**src/hdl/rmeter_pkg.sv**
```systemverilog
// ----------------------------------------------------------------------------
// rmeter_pkg
// Shared widths, codes and types of the autoranging resistance meter.
// ----------------------------------------------------------------------------
`default_nettype none

package rmeter_pkg;

    // Range bounds
    localparam int MAX_LEVEL = 3;
    localparam int MAX_GAIN  = 7;
    localparam logic [1:0] LEVEL_LAST = 2'((MAX_LEVEL < 3) ? MAX_LEVEL : 3);
    localparam logic [2:0] GAIN_LAST  = 3'((MAX_GAIN < 7) ? MAX_GAIN : 7);

    // Datapath widths
    localparam int UV_W      = 31;              // non-negative reading
    localparam int RES_W     = 31;              // calibration resistance
    localparam int PROD_W    = UV_W + RES_W;    // r * uV
    localparam int VALUE_W   = 63;
    localparam int MUL_STEPS = UV_W;            // one multiplier bit per cycle
    localparam int DIV_STEPS = PROD_W;          // one quotient bit per cycle
    localparam int MCNT_W    = $clog2(MUL_STEPS);
    localparam int DCNT_W    = $clog2(DIV_STEPS);
    localparam int TAB_AW    = 5;               // {level, gain}
    localparam int TAB_DEPTH = 1 << TAB_AW;

    // Stream widths
    localparam int IN_TDATA_W  = 72;
    localparam int OUT_TDATA_W = 88;
    localparam int CFG_W       = 31;

    // Reset values
    localparam logic [UV_W-1:0]    THRESH_RESET = 31'd125000;
    localparam logic [VALUE_W-1:0] OPEN_VALUE   = '1;

    // Input actions
    localparam logic [1:0] ACT_START   = 2'd0;
    localparam logic [1:0] ACT_READING = 2'd1;
    localparam logic [1:0] ACT_CAL     = 2'd2;

    // Result kinds
    localparam logic [1:0] KIND_REQ      = 2'd0;
    localparam logic [1:0] KIND_MEAS     = 2'd1;
    localparam logic [1:0] KIND_CAL_DONE = 2'd2;
    localparam logic [1:0] KIND_ERR      = 2'd3;

    // Error codes
    localparam logic [2:0] ERR_NONE     = 3'd0;
    localparam logic [2:0] ERR_FAULT    = 3'd1;
    localparam logic [2:0] ERR_CAL_OVF  = 3'd2;
    localparam logic [2:0] ERR_CAL_NEG  = 3'd3;
    localparam logic [2:0] ERR_ZERO_DIV = 3'd5;

    // Register indexes
    localparam logic [2:0] CFG_THRESHOLD = 3'd0;
    localparam logic [2:0] CFG_DAC0      = 3'd1;
    localparam logic [2:0] CFG_DAC1      = 3'd2;
    localparam logic [2:0] CFG_DAC2      = 3'd3;
    localparam logic [2:0] CFG_DAC3      = 3'd4;

    // Operating mode
    typedef enum logic [2:0] {
        MODE_IDLE = 3'b001,
        MODE_MEAS = 3'b010,
        MODE_CAL  = 3'b100
    } t_mode;

    // Sequencer state
    typedef enum logic [4:0] {
        SEQ_IDLE = 5'b00001,
        SEQ_LOAD = 5'b00010,
        SEQ_MUL  = 5'b00100,
        SEQ_DIV  = 5'b01000,
        SEQ_WAIT = 5'b10000
    } t_seq;

    // Calibration table access
    typedef struct packed {
        logic              we;
        logic              re;
        logic [TAB_AW-1:0] addr;
    } t_mem_req;

endpackage

`default_nettype wire

```
**src/hdl/rmeter_cal_mem.sv**
```systemverilog
// ----------------------------------------------------------------------------
// rmeter_cal_mem
// Calibration tables: reference resistance and measured reading per entry.
// ----------------------------------------------------------------------------
`default_nettype none

module rmeter_cal_mem (
    input  wire logic                            i_clk,
    input  wire rmeter_pkg::t_mem_req            i_req,
    input  wire logic [rmeter_pkg::RES_W-1:0]    i_wr_res,
    input  wire logic [rmeter_pkg::UV_W-1:0]     i_wr_reading,
    output logic      [rmeter_pkg::RES_W-1:0]    o_rd_res,
    output logic      [rmeter_pkg::UV_W-1:0]     o_rd_reading
);

    logic [rmeter_pkg::RES_W-1:0] r_res_mem [rmeter_pkg::TAB_DEPTH];
    logic [rmeter_pkg::UV_W-1:0]  r_rd_mem  [rmeter_pkg::TAB_DEPTH];

    // Write port
    always_ff @(posedge i_clk) begin
        if (i_req.we) begin
            r_res_mem[i_req.addr] <= i_wr_res;
            r_rd_mem[i_req.addr]  <= i_wr_reading;
        end
    end

    // Registered read port
    always_ff @(posedge i_clk) begin
        if (i_req.re) begin
            o_rd_res     <= r_res_mem[i_req.addr];
            o_rd_reading <= r_rd_mem[i_req.addr];
        end
    end

endmodule

`default_nettype wire

```
**src/hdl/rmeter_mul.sv**
```systemverilog
// ----------------------------------------------------------------------------
// rmeter_mul
// Bit-serial shift-add multiplier, one multiplier bit per cycle.
// ----------------------------------------------------------------------------
`default_nettype none

module rmeter_mul (
    input  wire logic                             i_clk,
    input  wire logic                             i_rst_n,
    input  wire logic                             i_start,
    input  wire logic [rmeter_pkg::RES_W-1:0]     i_a,
    input  wire logic [rmeter_pkg::UV_W-1:0]      i_b,
    output logic                                  o_done,
    output logic      [rmeter_pkg::PROD_W-1:0]    o_product
);

    logic                           r_busy;
    logic [rmeter_pkg::MCNT_W-1:0]  r_cnt;
    logic [rmeter_pkg::RES_W-1:0]   r_a;
    logic [rmeter_pkg::RES_W-1:0]   r_hi;
    logic [rmeter_pkg::UV_W-1:0]    r_lo;
    logic [rmeter_pkg::RES_W:0]     n_sum;
    logic                           w_last;

    // Partial sum: add multiplicand when the low bit is set
    assign n_sum  = {1'b0, r_hi} + (r_lo[0] ? {1'b0, r_a} : '0);
    assign w_last = (r_cnt == rmeter_pkg::MCNT_W'(rmeter_pkg::MUL_STEPS - 1));

    // Control
    always_ff @(posedge i_clk) begin
        if (!i_rst_n) begin
            r_busy <= 1'b0;
            r_cnt  <= '0;
            o_done <= 1'b0;
        end else begin
            o_done <= 1'b0;
            if (i_start) begin
                r_busy <= 1'b1;
                r_cnt  <= '0;
            end else if (r_busy) begin
                r_cnt <= r_cnt + 1'b1;
                if (w_last) begin
                    r_busy <= 1'b0;
                    o_done <= 1'b1;
                end
            end
        end
    end

    // Product register shifts right one bit per step
    always_ff @(posedge i_clk) begin
        if (i_start) begin
            r_a  <= i_a;
            r_hi <= '0;
            r_lo <= i_b;
        end else if (r_busy) begin
            r_hi <= n_sum[rmeter_pkg::RES_W:1];
            r_lo <= {n_sum[0], r_lo[rmeter_pkg::UV_W-1:1]};
        end
    end

    assign o_product = {r_hi, r_lo};

endmodule

`default_nettype wire

```
**src/hdl/rmeter_div.sv**
```systemverilog
// ----------------------------------------------------------------------------
// rmeter_div
// Restoring divider, one quotient bit per cycle.
// ----------------------------------------------------------------------------
`default_nettype none

module rmeter_div (
    input  wire logic                             i_clk,
    input  wire logic                             i_rst_n,
    input  wire logic                             i_start,
    input  wire logic [rmeter_pkg::PROD_W-1:0]    i_dividend,
    input  wire logic [rmeter_pkg::UV_W-1:0]      i_divisor,
    output logic                                  o_done,
    output logic      [rmeter_pkg::PROD_W-1:0]    o_quotient
);

    logic                           r_busy;
    logic [rmeter_pkg::DCNT_W-1:0]  r_cnt;
    logic [rmeter_pkg::UV_W-1:0]    r_d;
    logic [rmeter_pkg::UV_W-1:0]    r_rem;
    logic [rmeter_pkg::PROD_W-1:0]  r_q;
    logic [rmeter_pkg::UV_W:0]      w_trial;
    logic [rmeter_pkg::UV_W:0]      w_diff;
    logic                           w_ge;
    logic                           w_last;

    // Trial subtract of the shifted remainder
    assign w_trial = {r_rem, r_q[rmeter_pkg::PROD_W-1]};
    assign w_ge    = (w_trial >= {1'b0, r_d});
    assign w_diff  = w_trial - {1'b0, r_d};
    assign w_last  = (r_cnt == rmeter_pkg::DCNT_W'(rmeter_pkg::DIV_STEPS - 1));

    // Control
    always_ff @(posedge i_clk) begin
        if (!i_rst_n) begin
            r_busy <= 1'b0;
            r_cnt  <= '0;
            o_done <= 1'b0;
        end else begin
            o_done <= 1'b0;
            if (i_start) begin
                r_busy <= 1'b1;
                r_cnt  <= '0;
            end else if (r_busy) begin
                r_cnt <= r_cnt + 1'b1;
                if (w_last) begin
                    r_busy <= 1'b0;
                    o_done <= 1'b1;
                end
            end
        end
    end

    // Dividend bits leave at the top, quotient bits enter at the bottom
    always_ff @(posedge i_clk) begin
        if (i_start) begin
            r_d   <= i_divisor;
            r_rem <= '0;
            r_q   <= i_dividend;
        end else if (r_busy) begin
            r_rem <= w_ge ? w_diff[rmeter_pkg::UV_W-1:0] : w_trial[rmeter_pkg::UV_W-1:0];
            r_q   <= {r_q[rmeter_pkg::PROD_W-2:0], w_ge};
        end
    end

    assign o_quotient = r_q;

endmodule

`default_nettype wire

```
**src/hdl/autorange_resistance_meter.sv**
```systemverilog
// ----------------------------------------------------------------------------
// autorange_resistance_meter
// Autoranging resistance measurement sequencer with calibration tables.
// ----------------------------------------------------------------------------
// A start or calibration request, and every reading that leads to another
// reading request, is answered from the output register in the cycle after it
// is accepted. A reading that fixes the range starts the result computation:
// a table read, a load and 31 steps in the bit-serial multiplier, a load and
// 62 steps in the restoring divider, and the hand-over of the quotient to the
// output register. A zero calibration reading ends the computation after the
// table read and goes straight to the hand-over. The input side takes a
// new request only while the sequencer is idle and the output register is
// empty or being emptied in the same cycle. Calibration entries read back
// before they are ever written return unspecified data.
`default_nettype none

module autorange_resistance_meter (
    input  wire logic                                  i_clk,
    input  wire logic                                  i_rst_n,
    // configuration
    input  wire logic                                  i_cfg_wr_en,
    input  wire logic [2:0]                            i_cfg_addr,
    input  wire logic [rmeter_pkg::CFG_W-1:0]          i_cfg_wdata,
    // input stream
    input  wire logic                                  s_axis_tvalid,
    output logic                                       s_axis_tready,
    // reading_uv[31:0], reading_overflow[32], reading_fault[33],
    // cal_level[35:34], cal_gain[38:36], cal_resistance[69:39]
    input  wire logic [rmeter_pkg::IN_TDATA_W-1:0]     s_axis_tdata,
    // action[1:0]
    input  wire logic [1:0]                            s_axis_tuser,
    // output stream
    output logic                                       m_axis_tvalid,
    input  wire logic                                  m_axis_tready,
    // dac_code[11:0], gain_select[14:12], level_index[16:15],
    // value[79:17], error_code[82:80]
    output logic      [rmeter_pkg::OUT_TDATA_W-1:0]    m_axis_tdata,
    // kind[1:0]
    output logic      [1:0]                            m_axis_tuser
);

    // Configuration registers
    logic [rmeter_pkg::UV_W-1:0] r_thr;
    logic [11:0]                 r_dac [4];

    // Sequencer state
    rmeter_pkg::t_mode r_mode, n_mode;
    rmeter_pkg::t_seq  r_seq,  n_seq;
    logic [1:0]                   r_level, n_level;
    logic [2:0]                   r_gain,  n_gain;
    logic                         r_ranging, n_ranging;
    logic                         r_zero, n_zero;
    logic [rmeter_pkg::RES_W-1:0] r_pending, n_pending;
    logic [rmeter_pkg::UV_W-1:0]  r_uv, n_uv;

    // Output register
    logic                            r_out_valid;
    logic [1:0]                      r_out_kind;
    logic [11:0]                     r_out_dac;
    logic [2:0]                      r_out_gain;
    logic [1:0]                      r_out_level;
    logic [rmeter_pkg::VALUE_W-1:0]  r_out_value;
    logic [2:0]                      r_out_err;

    // Request fields
    logic [1:0]                      in_action;
    logic [31:0]                     in_raw;
    logic                            in_ovf;
    logic                            in_fault;
    logic [1:0]                      in_cal_level;
    logic [2:0]                      in_cal_gain;
    logic [rmeter_pkg::RES_W-1:0]    in_cal_res;
    logic                            in_neg;
    logic [rmeter_pkg::UV_W-1:0]     in_uv;

    logic                            w_fire;
    logic                            w_out_free;
    logic                            w_below;
    logic                            w_lvl_bound;
    logic                            w_gain_bound;

    // Emitted result
    logic                            e_emit;
    logic [1:0]                      e_kind;
    logic [rmeter_pkg::VALUE_W-1:0]  e_value;
    logic [2:0]                      e_err;

    // Arithmetic units and tables
    rmeter_pkg::t_mem_req            w_mem_req;
    logic [rmeter_pkg::RES_W-1:0]    w_rd_res;
    logic [rmeter_pkg::UV_W-1:0]     w_rd_reading;
    logic                            w_mul_start, w_mul_done;
    logic [rmeter_pkg::PROD_W-1:0]   w_product;
    logic                            w_div_start, w_div_done;
    logic [rmeter_pkg::PROD_W-1:0]   w_quotient;

    // Unpack input
    assign in_action    = s_axis_tuser;
    assign in_raw       = s_axis_tdata[31:0];
    assign in_ovf       = s_axis_tdata[32];
    assign in_fault     = s_axis_tdata[33];
    assign in_cal_level = s_axis_tdata[35:34];
    assign in_cal_gain  = s_axis_tdata[38:36];
    assign in_cal_res   = s_axis_tdata[69:39];
    assign in_neg       = in_raw[31];
    assign in_uv        = in_neg ? '0 : in_raw[rmeter_pkg::UV_W-1:0];

    assign w_out_free    = !r_out_valid || m_axis_tready;
    assign s_axis_tready = (r_seq == rmeter_pkg::SEQ_IDLE) && w_out_free;
    assign w_fire        = s_axis_tvalid && s_axis_tready;

    assign w_below      = (in_uv < r_thr);
    assign w_lvl_bound  = (r_level >= rmeter_pkg::LEVEL_LAST);
    assign w_gain_bound = (r_gain >= rmeter_pkg::GAIN_LAST);

    // Configuration writes
    always_ff @(posedge i_clk) begin
        if (!i_rst_n) begin
            r_thr <= rmeter_pkg::THRESH_RESET;
            for (int i = 0; i < 4; i++) begin
                r_dac[i] <= '0;
            end
        end else if (i_cfg_wr_en) begin
            case (i_cfg_addr)
                rmeter_pkg::CFG_THRESHOLD: r_thr    <= i_cfg_wdata[rmeter_pkg::UV_W-1:0];
                rmeter_pkg::CFG_DAC0:      r_dac[0] <= i_cfg_wdata[11:0];
                rmeter_pkg::CFG_DAC1:      r_dac[1] <= i_cfg_wdata[11:0];
                rmeter_pkg::CFG_DAC2:      r_dac[2] <= i_cfg_wdata[11:0];
                rmeter_pkg::CFG_DAC3:      r_dac[3] <= i_cfg_wdata[11:0];
                default: ;
            endcase
        end
    end

    // Sequencer next state
    always_comb begin
        n_mode      = r_mode;
        n_seq       = r_seq;
        n_level     = r_level;
        n_gain      = r_gain;
        n_ranging   = r_ranging;
        n_zero      = r_zero;
        n_pending   = r_pending;
        n_uv        = r_uv;
        e_emit      = 1'b0;
        e_kind      = rmeter_pkg::KIND_REQ;
        e_value     = '0;
        e_err       = rmeter_pkg::ERR_NONE;
        w_mem_req   = '0;
        w_mul_start = 1'b0;
        w_div_start = 1'b0;

        case (r_seq)
            rmeter_pkg::SEQ_IDLE: begin
                if (w_fire) begin
                    case (in_action)
                        rmeter_pkg::ACT_START: begin
                            n_mode    = rmeter_pkg::MODE_MEAS;
                            n_level   = '0;
                            n_gain    = '0;
                            n_ranging = 1'b0;
                            e_emit    = 1'b1;
                        end
                        rmeter_pkg::ACT_CAL: begin
                            n_mode    = rmeter_pkg::MODE_CAL;
                            n_level   = in_cal_level;
                            n_gain    = in_cal_gain;
                            n_ranging = 1'b0;
                            n_pending = in_cal_res;
                            e_emit    = 1'b1;
                        end
                        rmeter_pkg::ACT_READING: begin
                            if (r_mode == rmeter_pkg::MODE_IDLE) begin
                                // stray reading: dropped
                            end else if (in_fault) begin
                                n_mode = rmeter_pkg::MODE_IDLE;
                                e_emit = 1'b1;
                                e_kind = rmeter_pkg::KIND_ERR;
                                e_err  = rmeter_pkg::ERR_FAULT;
                            end else if (r_mode == rmeter_pkg::MODE_CAL) begin
                                n_mode = rmeter_pkg::MODE_IDLE;
                                e_emit = 1'b1;
                                if (in_ovf) begin
                                    e_kind = rmeter_pkg::KIND_ERR;
                                    e_err  = rmeter_pkg::ERR_CAL_OVF;
                                end else if (in_neg) begin
                                    e_kind = rmeter_pkg::KIND_ERR;
                                    e_err  = rmeter_pkg::ERR_CAL_NEG;
                                end else begin
                                    w_mem_req.we   = 1'b1;
                                    w_mem_req.addr = {r_level, r_gain};
                                    e_kind  = rmeter_pkg::KIND_CAL_DONE;
                                    e_value = rmeter_pkg::VALUE_W'(in_uv);
                                end
                            end else if (in_ovf) begin
                                // open circuit
                                n_mode  = rmeter_pkg::MODE_IDLE;
                                e_emit  = 1'b1;
                                e_kind  = rmeter_pkg::KIND_MEAS;
                                e_value = rmeter_pkg::OPEN_VALUE;
                            end else if (!r_ranging && w_below && !w_lvl_bound) begin
                                n_level = r_level + 1'b1;
                                e_emit  = 1'b1;
                            end else if (!w_below || w_gain_bound) begin
                                // range fixed: fetch calibration and compute
                                n_mode         = rmeter_pkg::MODE_IDLE;
                                n_uv           = in_uv;
                                w_mem_req.re   = 1'b1;
                                w_mem_req.addr = {r_level, r_gain};
                                n_seq          = rmeter_pkg::SEQ_LOAD;
                            end else begin
                                n_ranging = 1'b1;
                                n_gain    = r_gain + 1'b1;
                                e_emit    = 1'b1;
                            end
                        end
                        default: ;
                    endcase
                end
            end
            rmeter_pkg::SEQ_LOAD: begin
                if (w_rd_reading == '0) begin
                    n_zero = 1'b1;
                    n_seq  = rmeter_pkg::SEQ_WAIT;
                end else begin
                    n_zero      = 1'b0;
                    w_mul_start = 1'b1;
                    n_seq       = rmeter_pkg::SEQ_MUL;
                end
            end
            rmeter_pkg::SEQ_MUL: begin
                if (w_mul_done) begin
                    w_div_start = 1'b1;
                    n_seq       = rmeter_pkg::SEQ_DIV;
                end
            end
            rmeter_pkg::SEQ_DIV: begin
                if (w_div_done) begin
                    n_seq = rmeter_pkg::SEQ_WAIT;
                end
            end
            rmeter_pkg::SEQ_WAIT: begin
                if (w_out_free) begin
                    e_emit = 1'b1;
                    n_seq  = rmeter_pkg::SEQ_IDLE;
                    if (r_zero) begin
                        e_kind  = rmeter_pkg::KIND_ERR;
                        e_err   = rmeter_pkg::ERR_ZERO_DIV;
                        e_value = rmeter_pkg::OPEN_VALUE;
                    end else begin
                        e_kind  = rmeter_pkg::KIND_MEAS;
                        e_value = {1'b0, w_quotient};
                    end
                end
            end
            default: n_seq = rmeter_pkg::SEQ_IDLE;
        endcase
    end

    // Control registers
    always_ff @(posedge i_clk) begin
        if (!i_rst_n) begin
            r_mode    <= rmeter_pkg::MODE_IDLE;
            r_seq     <= rmeter_pkg::SEQ_IDLE;
            r_level   <= '0;
            r_gain    <= '0;
            r_ranging <= 1'b0;
            r_zero    <= 1'b0;
        end else begin
            r_mode    <= n_mode;
            r_seq     <= n_seq;
            r_level   <= n_level;
            r_gain    <= n_gain;
            r_ranging <= n_ranging;
            r_zero    <= n_zero;
        end
    end

    // Payload holding registers
    always_ff @(posedge i_clk) begin
        r_pending <= n_pending;
        r_uv      <= n_uv;
    end

    // Output register
    always_ff @(posedge i_clk) begin
        if (!i_rst_n) begin
            r_out_valid <= 1'b0;
        end else if (e_emit) begin
            r_out_valid <= 1'b1;
        end else if (m_axis_tready) begin
            r_out_valid <= 1'b0;
        end
    end

    always_ff @(posedge i_clk) begin
        if (e_emit) begin
            r_out_kind  <= e_kind;
            r_out_dac   <= (e_kind == rmeter_pkg::KIND_REQ) ? r_dac[n_level] : '0;
            r_out_gain  <= n_gain;
            r_out_level <= n_level;
            r_out_value <= e_value;
            r_out_err   <= e_err;
        end
    end

    assign m_axis_tvalid = r_out_valid;
    assign m_axis_tuser  = r_out_kind;
    assign m_axis_tdata  = {5'b0, r_out_err, r_out_value, r_out_level, r_out_gain, r_out_dac};

    // Calibration tables
    rmeter_cal_mem u_cal_mem (
        .i_clk        (i_clk),
        .i_req        (w_mem_req),
        .i_wr_res     (r_pending),
        .i_wr_reading (in_uv),
        .o_rd_res     (w_rd_res),
        .o_rd_reading (w_rd_reading)
    );

    // r * uV
    rmeter_mul u_mul (
        .i_clk     (i_clk),
        .i_rst_n   (i_rst_n),
        .i_start   (w_mul_start),
        .i_a       (w_rd_res),
        .i_b       (r_uv),
        .o_done    (w_mul_done),
        .o_product (w_product)
    );

    // (r * uV) / v
    rmeter_div u_div (
        .i_clk      (i_clk),
        .i_rst_n    (i_rst_n),
        .i_start    (w_div_start),
        .i_dividend (w_product),
        .i_divisor  (w_rd_reading),
        .o_done     (w_div_done),
        .o_quotient (w_quotient)
    );

endmodule

`default_nettype wire

```
**config.mk**
```make
export PLATFORM = sky130hd
export DESIGN_NAME = autorange_resistance_meter
export DESIGN_NICKNAME = d
export VERILOG_FILES = /design/src/hdl/rmeter_pkg.sv /design/src/hdl/rmeter_cal_mem.sv /design/src/hdl/rmeter_mul.sv /design/src/hdl/rmeter_div.sv /design/src/hdl/autorange_resistance_meter.sv
export SDC_FILE = /design/constraint.sdc
export NUM_CORES = 2
export LEC_CHECK = 0
export ABC_AREA = 1
export BUFFER_PORTS_ARGS = -buffer_cell sky130_fd_sc_hd__buf_2
export CORE_MARGIN = 2
export CORE_UTILIZATION = 55
export CTS_CLUSTER_DIAMETER = 120
export DETAILED_ROUTE_END_ITERATION = 8
export PLACE_DENSITY_LB_ADDON = 0.1
export SETUP_SLACK_MARGIN = 0.02
export SLEW_MARGIN = 20
export SYNTH_ARGS = -nofsm -noshare
export SYNTH_HDL_FRONTEND = slang
export SYNTH_SLANG_ARGS = --single-unit
export TNS_END_PERCENT = 1
```
**constraint.sdc**
```tcl
create_clock -name i_clk -period 15.45 [get_ports i_clk]
set_clock_uncertainty 0.15 [all_clocks]
set_input_delay 2.3175 -clock i_clk [delete_from_list [all_inputs] [get_ports i_clk]]
set_output_delay 2.3175 -clock i_clk [all_outputs]
set_load 0.02 [all_outputs]
```
Yosys cells after proc, flatten, opt, wreduce, memory -nomap -nowiden:

Memories as Yosys holds them, arrays and structs flattened. A register that Yosys moved wholly into a read port is not among the register bits.
Index checks and enable logic that the tools add are counted.
Widths: inputs -> output; s select.

* bits in registers: 414
* latch bits: 0
* bits in writable memories: 2032
* ROM bits: 0
* input bits: 113
* output and inout bits: 92
* word-level logic and storage cells: 263
* memories: 3

Memory list
* u_cal_mem.r_rd_mem: depth 32, bits a word 31, rd ports 1, clocked after Yosys merged registers in 1, wr ports 1, RTL line rmeter_cal_mem.sv:17 `logic [rmeter_pkg::UV_W-1:0] r_rd_mem [rmeter_pkg::TAB_DEPTH];`
* u_cal_mem.r_res_mem: depth 32, bits a word 31, rd ports 1, clocked after Yosys merged registers in 1, wr ports 1, RTL line rmeter_cal_mem.sv:16 `logic [rmeter_pkg::RES_W-1:0] r_res_mem [rmeter_pkg::TAB_DEPTH];`
* r_dac: depth 4, bits a word 12, rd ports 1, clocked after Yosys merged registers in 1, wr ports 4, RTL line autorange_resistance_meter.sv:44 `logic [11:0] r_dac [4];`

* add/subtract/negate cells: 6
* multiply operators: 0
* div/mod/pow operators: 0
* order comparisons: 4
* equal/unequal tests: 34
* shift operators: 0
* mux-type cells: 146
* bitwise operators: 12
* reduce and logical (&&, ||, !) cells: 31

Operators by type and width (number)
* $mux 63: 8
* $mux 31: 7
* $pmux 63 s2: 1
* $mux 62: 2
* $mux 5: 15
* $mux 1: 55
* $mux 12: 4
* $mux 3: 16
* $mux 2: 21
* $mux 7: 5
* $add 31x32->32: 1
* $ge 32x31->1: 1
* $logic_not 31->1: 1
* $lt 31x31->1: 1
* $sub 31x31->31: 1
* $ne 2x2->1 const B: 13
* $pmux 5 s5: 1
* $mux 6: 3
* $pmux 3 s3: 2
* $reduce_and 9->1: 2
* $reduce_and 11->1: 1
* $eq 5x5->1 const B: 2
* $ne 5x5->1 const B: 2
* $ne 2x1->1 const B: 4
* 34 further kinds: 64

Depth between registers and ports, before layout:

* word-level depth: 15
* mapped depth: 28
* gate-level depth less buffers: 25

By module:

Synthesis repeated with hierarchy kept, for this count alone.

* cell total of the unflattened synthesis: 10953
* area total of the unflattened synthesis: 109291.1 µm²

By module, submodules not included
* rmeter_cal_mem: times used 1, cells an instance 7880, area an instance 83998.1 µm², seq. area each 61438.9 µm²
* autorange_resistance_meter: times used 1, cells an instance 1104, area an instance 11036.8 µm², seq. area each 6796.5 µm²
* rmeter_div: times used 1, cells an instance 1109, area an instance 8116.5 µm², seq. area each 3573.4 µm²
* rmeter_mul: times used 1, cells an instance 860, area an instance 6139.6 µm², seq. area each 2622.5 µm²

Worst setup path after synthesis:

OpenSTA, ideal clock, no wires.

* path type: input to register
* start point: input s_axis_tdata[31] in the netlist's numbering
* end point: memory u_cal_mem.r_rd_mem[12][0] in the netlist's numbering, enable pin
* library setup time: 0.483 ns
* arrival: 8.147 ns
* path slack: 6.670 ns
* stages: 17
* path buffers: 4
* path through: clkbuf_1 > nor2_1 > ha_1 > a21oi_1 > o21a_1 > nand2_1 > a21oi_1 > nand3_1 > ha_1 > nand3_2 > nand2_2 > nand2_1 > buf_4 > buf_2 > buf_4 > nand3_2 > nor2_1

* longest elaborated chain between the ends: 13
* elaborated cells on any way between the ends: 22
* those cells by class: 1 x order compare; 17 x mux; 4 x reduce/logical

RTL lines
* start: declaration: RTL line autorange_resistance_meter.sv:29 `input wire logic [rmeter_pkg::IN_TDATA_W-1:0] s_axis_tdata,`
* $mux 31 *: RTL line autorange_resistance_meter.sv:106 `assign in_uv = in_neg ? '0 : in_raw[rmeter_pkg::UV_W-1:0];`
* via in_uv (one bit): RTL line autorange_resistance_meter.sv:74 `logic [rmeter_pkg::UV_W-1:0] in_uv;`
* $lt 31x31->1 *: RTL line autorange_resistance_meter.sv:112 `assign w_below = (in_uv < r_thr);`
* $logic_not 1->1: RTL line autorange_resistance_meter.sv:204 `end else if (!w_below || w_gain_bound) begin`
* $logic_or 1x1->1: RTL line autorange_resistance_meter.sv:204
* $mux 6: RTL line autorange_resistance_meter.sv:204
* $mux 6 *: RTL line autorange_resistance_meter.sv:201 `end else if (!r_ranging && w_below && !w_lvl_bound) begin`
* $mux 6 *: RTL line autorange_resistance_meter.sv:195 `end else if (in_ovf) begin`
* $mux 5 *: RTL line autorange_resistance_meter.sv:180 `end else if (r_mode == rmeter_pkg::MODE_CAL) begin`
* $mux 7 *: RTL line autorange_resistance_meter.sv:175 `end else if (in_fault) begin`
* $mux 7 *: RTL line autorange_resistance_meter.sv:173 `if (r_mode == rmeter_pkg::MODE_IDLE) begin`
* $mux 7 *: RTL line autorange_resistance_meter.sv:156 `case (in_action)`
* $mux 7 *: RTL line autorange_resistance_meter.sv:155 `if (w_fire) begin`
* $mux 7 *: RTL line autorange_resistance_meter.sv:153 `case (r_seq)`
* end: declaration: RTL line rmeter_cal_mem.sv:17

The timed path passes the listed nets; every way through them passes the cells marked *.

Final worst setup path:

* start point: input s_axis_tdata[31] in the netlist's numbering
* end point: memory u_cal_mem.r_res_mem[26][12] in the netlist's numbering, enable pin

* longest elaborated chain between the ends: 13
* elaborated cells on any way between the ends: 22
* those cells by class: 1 x order compare; 17 x mux; 4 x reduce/logical

RTL lines (RTL line)
* $mux 31 *: autorange_resistance_meter.sv:106
* via in_uv (one bit): autorange_resistance_meter.sv:74
* $lt 31x31->1 *: autorange_resistance_meter.sv:112
* $logic_not 1->1: autorange_resistance_meter.sv:204
* $logic_or 1x1->1: autorange_resistance_meter.sv:204
* $mux 6: autorange_resistance_meter.sv:204
* $mux 6 *: autorange_resistance_meter.sv:201
* $mux 6 *: autorange_resistance_meter.sv:195
* $mux 5 *: autorange_resistance_meter.sv:180
* $mux 7 *: autorange_resistance_meter.sv:175
* $mux 7 *: autorange_resistance_meter.sv:173
* $mux 7 *: autorange_resistance_meter.sv:156
* $mux 7 *: autorange_resistance_meter.sv:155
* $mux 7 *: autorange_resistance_meter.sv:153
* end: declaration: rmeter_cal_mem.sv:16

Marked as above.

==> results.toml <==
[run_status]
outcome = "completed"

[routing]
via_count = 76400
firstDrtPassIters = 6
ant_nets = 0
drt_iter0_markers = 9292
wl_per_cell_um = 23.0
routed_wl_um = 310000
drc = 0
vias_per_cell = 5.68

[setup_path]
cp_cell_sequence = "buf_2, nor2_2, buf_4, ha_1, nand2_1, inv_1, nand3_1, nor3_1, nand2_1, nand2_1, nand2_1, nand3_2, nand3_1, nand2_2, nand3_4, inv_8, buf_4, nand4_2, nor2_4, buf_4"
cp_slowest_stage_delay_ps = 1120
crit_family = "simple AND/OR/NAND/NOR gates"
r2r_setup_slack_ps = 7930
r2r_start = "r_thr[2]$_SDFFE_PN0P_"
reg2reg_depth = 20
crit_start = "s_axis_tdata[31]"
cp_num_cells = 20
reg2reg_to = "u_cal_mem.r_res_mem[26][12]$_DFFE_PP_"
worst-path-max-fanout = 71
crit_path_end = "u_cal_mem.r_res_mem[26][12]$_DFFE_PP_"
cpMostUsedCell = "nand2_1"
cp.arrival_ps = 10130
critical_path_class = "input pin to flop"
cp_slowest_cell = "nor2_4"
startpoint_type = "input pin"
end_kind = "flop"
worstPathRequired_ps = 15820
critPathBufInv = 6

[synth]
synthesis.area_sq_mm = 0.109
ys.flop_type = "edfxtp_1"
synth_cells = 10500
ys_top_cells_by_count = "nand2_1, edfxtp_1, nand3_1, nor2_1, inv_1"
ys_ff_latch = 2520
ys_seq_area_frac = 0.685
avgSynthCellArea_sq_um = 10.3
synth_edf_count = 2396
synth.top_cell.area_share = 0.662
synthTopCellsByArea = "edfxtp_1, nand2_1, nand3_1"
yosys.area.top_type = "edfxtp_1"
async_reset_ff_frac = 0
yosys.cell_count.top_type = "nand2_1"
synth_warnings = 0
synth_cell_types = 52

[sta]
finalCriticalPeriod_ps = 9760
hold_viol = 0
worst_pin_slew_ps = 1220
clock.fmax_mhz = 102
setup_violations = 0
setup_tns_ps = 0
slew_viol_final = 0
rsz0062_at_grt = "false"
min_period_over_period = 0.632
slew-limit-headroom = 0.187

[placed_design]
dp_hpwl_um = 160000
place.gp.congestion = 0.862
io_buffer_count = 197
place_inst = 13000

[global_route]
grt_max_degree = 194
antenna_found_initial = 12
track_usage = 0.305
grt_pass1_vias = 71600
grt_pass1_wl_um = 455000
overflow = 0

[power]
irDropWorstVdd_uv = 107
powerDensity_mw_per_mm2 = 118
leakage_nw = 49.2
total_power_mw = 14.2

[final_layout]
final_util = 0.612
area_growth_pct = 10.8
stdcell_count = 13400
layout-drive-gt1-share = 0.0766
layout.nets = 10800

[floorplan]
io_pins = 205
start_util = 0.552
num_rows = 163
core_area_sq_mm = 0.197
die_area_sq_mm = 0.201
fp.dieH_um = 448
fp.dieW_um = 448

[clock_network]
clockRootBuffer = "clkbuf_16"
clk_path_buf_depth = 4
post_cts_buffers = 0
clock_sinks = 2520
clock_latency_ps = 930
ctsResizeCount = 0
numCtsBuffers = 283
htreeDepth = 5
path_clk_slew_ps = 60
cts_tree = "done"
cts_hold_buffers = 0

[job]
cap_viol_max_count = 0

[worst_hold_path]
holdPathStages = 0
hp-class = "flop to flop"
## power breakdown
part | switching (mW) | internal, mW | leakage, nW
Clock | 2.59 | 3.59 | 4.04
Combinational | 0.363 | 0.138 | 22.4
Sequential | 0.0473 | 7.50 | 22.8
Total | 3.00 | 11.2 | 49.2
## cell usage in the layout, fill, tap and decap left out, types with 9 or more instances in the layout
cell type and count:
nand2_1 4927, edfxtp_1 2396, nand3_1 1040, inv_1 322, clkbuf_16 291, nor2_1 277, o21ai_0 217, a21oi_1 213
buf_2 197, buf_4 157, dfxtp_1 124, ha_1 105, clkbuf_1 84, clkinv_1 49, nor2_4 46, clkinv_2 34
xor2_1 34, nor2_2 29, o211ai_1 23, xnor2_1 21, nor3_1 19, nand4_1 19, nor4_1 15, diode_2 13
o21a_1 10, buf_12 10, inv_2 9, a31oi_1 9, bufinv_16 9
## area by class of cell
type / count / area, sq um
inverters: 343 / 1300
well taps: 2640 / 3300
repair buffers: 365 / 2380
fillers: 15700 / 76400
clock inverters: 94 / 677
multi-input cells: 7085 / 30700
flip-flops and latches: 2520 / 74400
clock buffers: 377 / 7620
diodes: 13 / 32.5
## kinds of logic after synthesis
| family | synth area share |
|---|---|
| and+or+nand+nor | 0.236 |
| DFF | 0.685 |
| adders and majority gates | 0.0125 |
| xor gates and xnor gates | 0.00443 |
| AOI/OAI and AO/OA | 0.0252 |
| other | 0.0000345 |
| buffers and inverters | 0.0367 |
## metrics by stage
stage | hold WS [ps] | instance area [sq um] | setup slack [ps]
5_1_grt | 275 | 120000 | 5350
2_1_floorplan | 250 | 109000 | 6670
4_1_cts | 268 | 120000 | 5860
3_3_place_gp | 253 | 112000 | 4870
3_5_place_dp | 259 | 112000 | 4910
6_report | 271 | 120000 | 5690
## worst min path at each step
| stage | from | end | slack (ps) |
|---|---|---|---|
| global route | u_cal_mem.o_rd_res[2]$_DFFE_PP_ | u_mul.r_a[2]$_DFFE_PP_ | 280 |
| CTS | u_cal_mem.o_rd_res[0]$_DFFE_PP_ | u_mul.r_a[0]$_DFFE_PP_ | 270 |
| floorplan | u_cal_mem.o_rd_res[0]$_DFFE_PP_ | u_mul.r_a[0]$_DFFE_PP_ | 250 |
| finish | u_cal_mem.o_rd_res[2]$_DFFE_PP_ | u_mul.r_a[2]$_DFFE_PP_ | 270 |
| global placement | u_cal_mem.o_rd_res[0]$_DFFE_PP_ | u_mul.r_a[0]$_DFFE_PP_ | 250 |
| detailed placement | u_cal_mem.o_rd_res[2]$_DFFE_PP_ | u_mul.r_a[2]$_DFFE_PP_ | 260 |
## sequential cells by signal, indices dropped and copies added, names as in the netlist, 5 cells and up
name,count
u_cal_mem.r_rd_mem,992
u_cal_mem.r_res_mem,992
r_out_value,63
u_div.o_quotient,62
r_dac,48
r_pending,31
r_thr,31
r_uv,31
u_cal_mem.o_rd_reading,31
u_cal_mem.o_rd_res,31
u_div.r_d,31
u_div.r_rem,31
u_mul.r_a,31
u_mul.r_hi,31
u_mul.r_lo,31
r_out_dac,12
u_div.r_cnt,6
r_seq,5
u_mul.r_cnt,5
## metal layers
layer	vias up	GRT usage	share of wire
met5	-	0	0.000042
met4	2	0.104	0.032
met3	560	0.0464	0.091
met2	3507	0.487	0.46
met1	36900	0.431	0.42
li1	35400	-	-
Note: power is estimated with default switching activity, not from simulation.
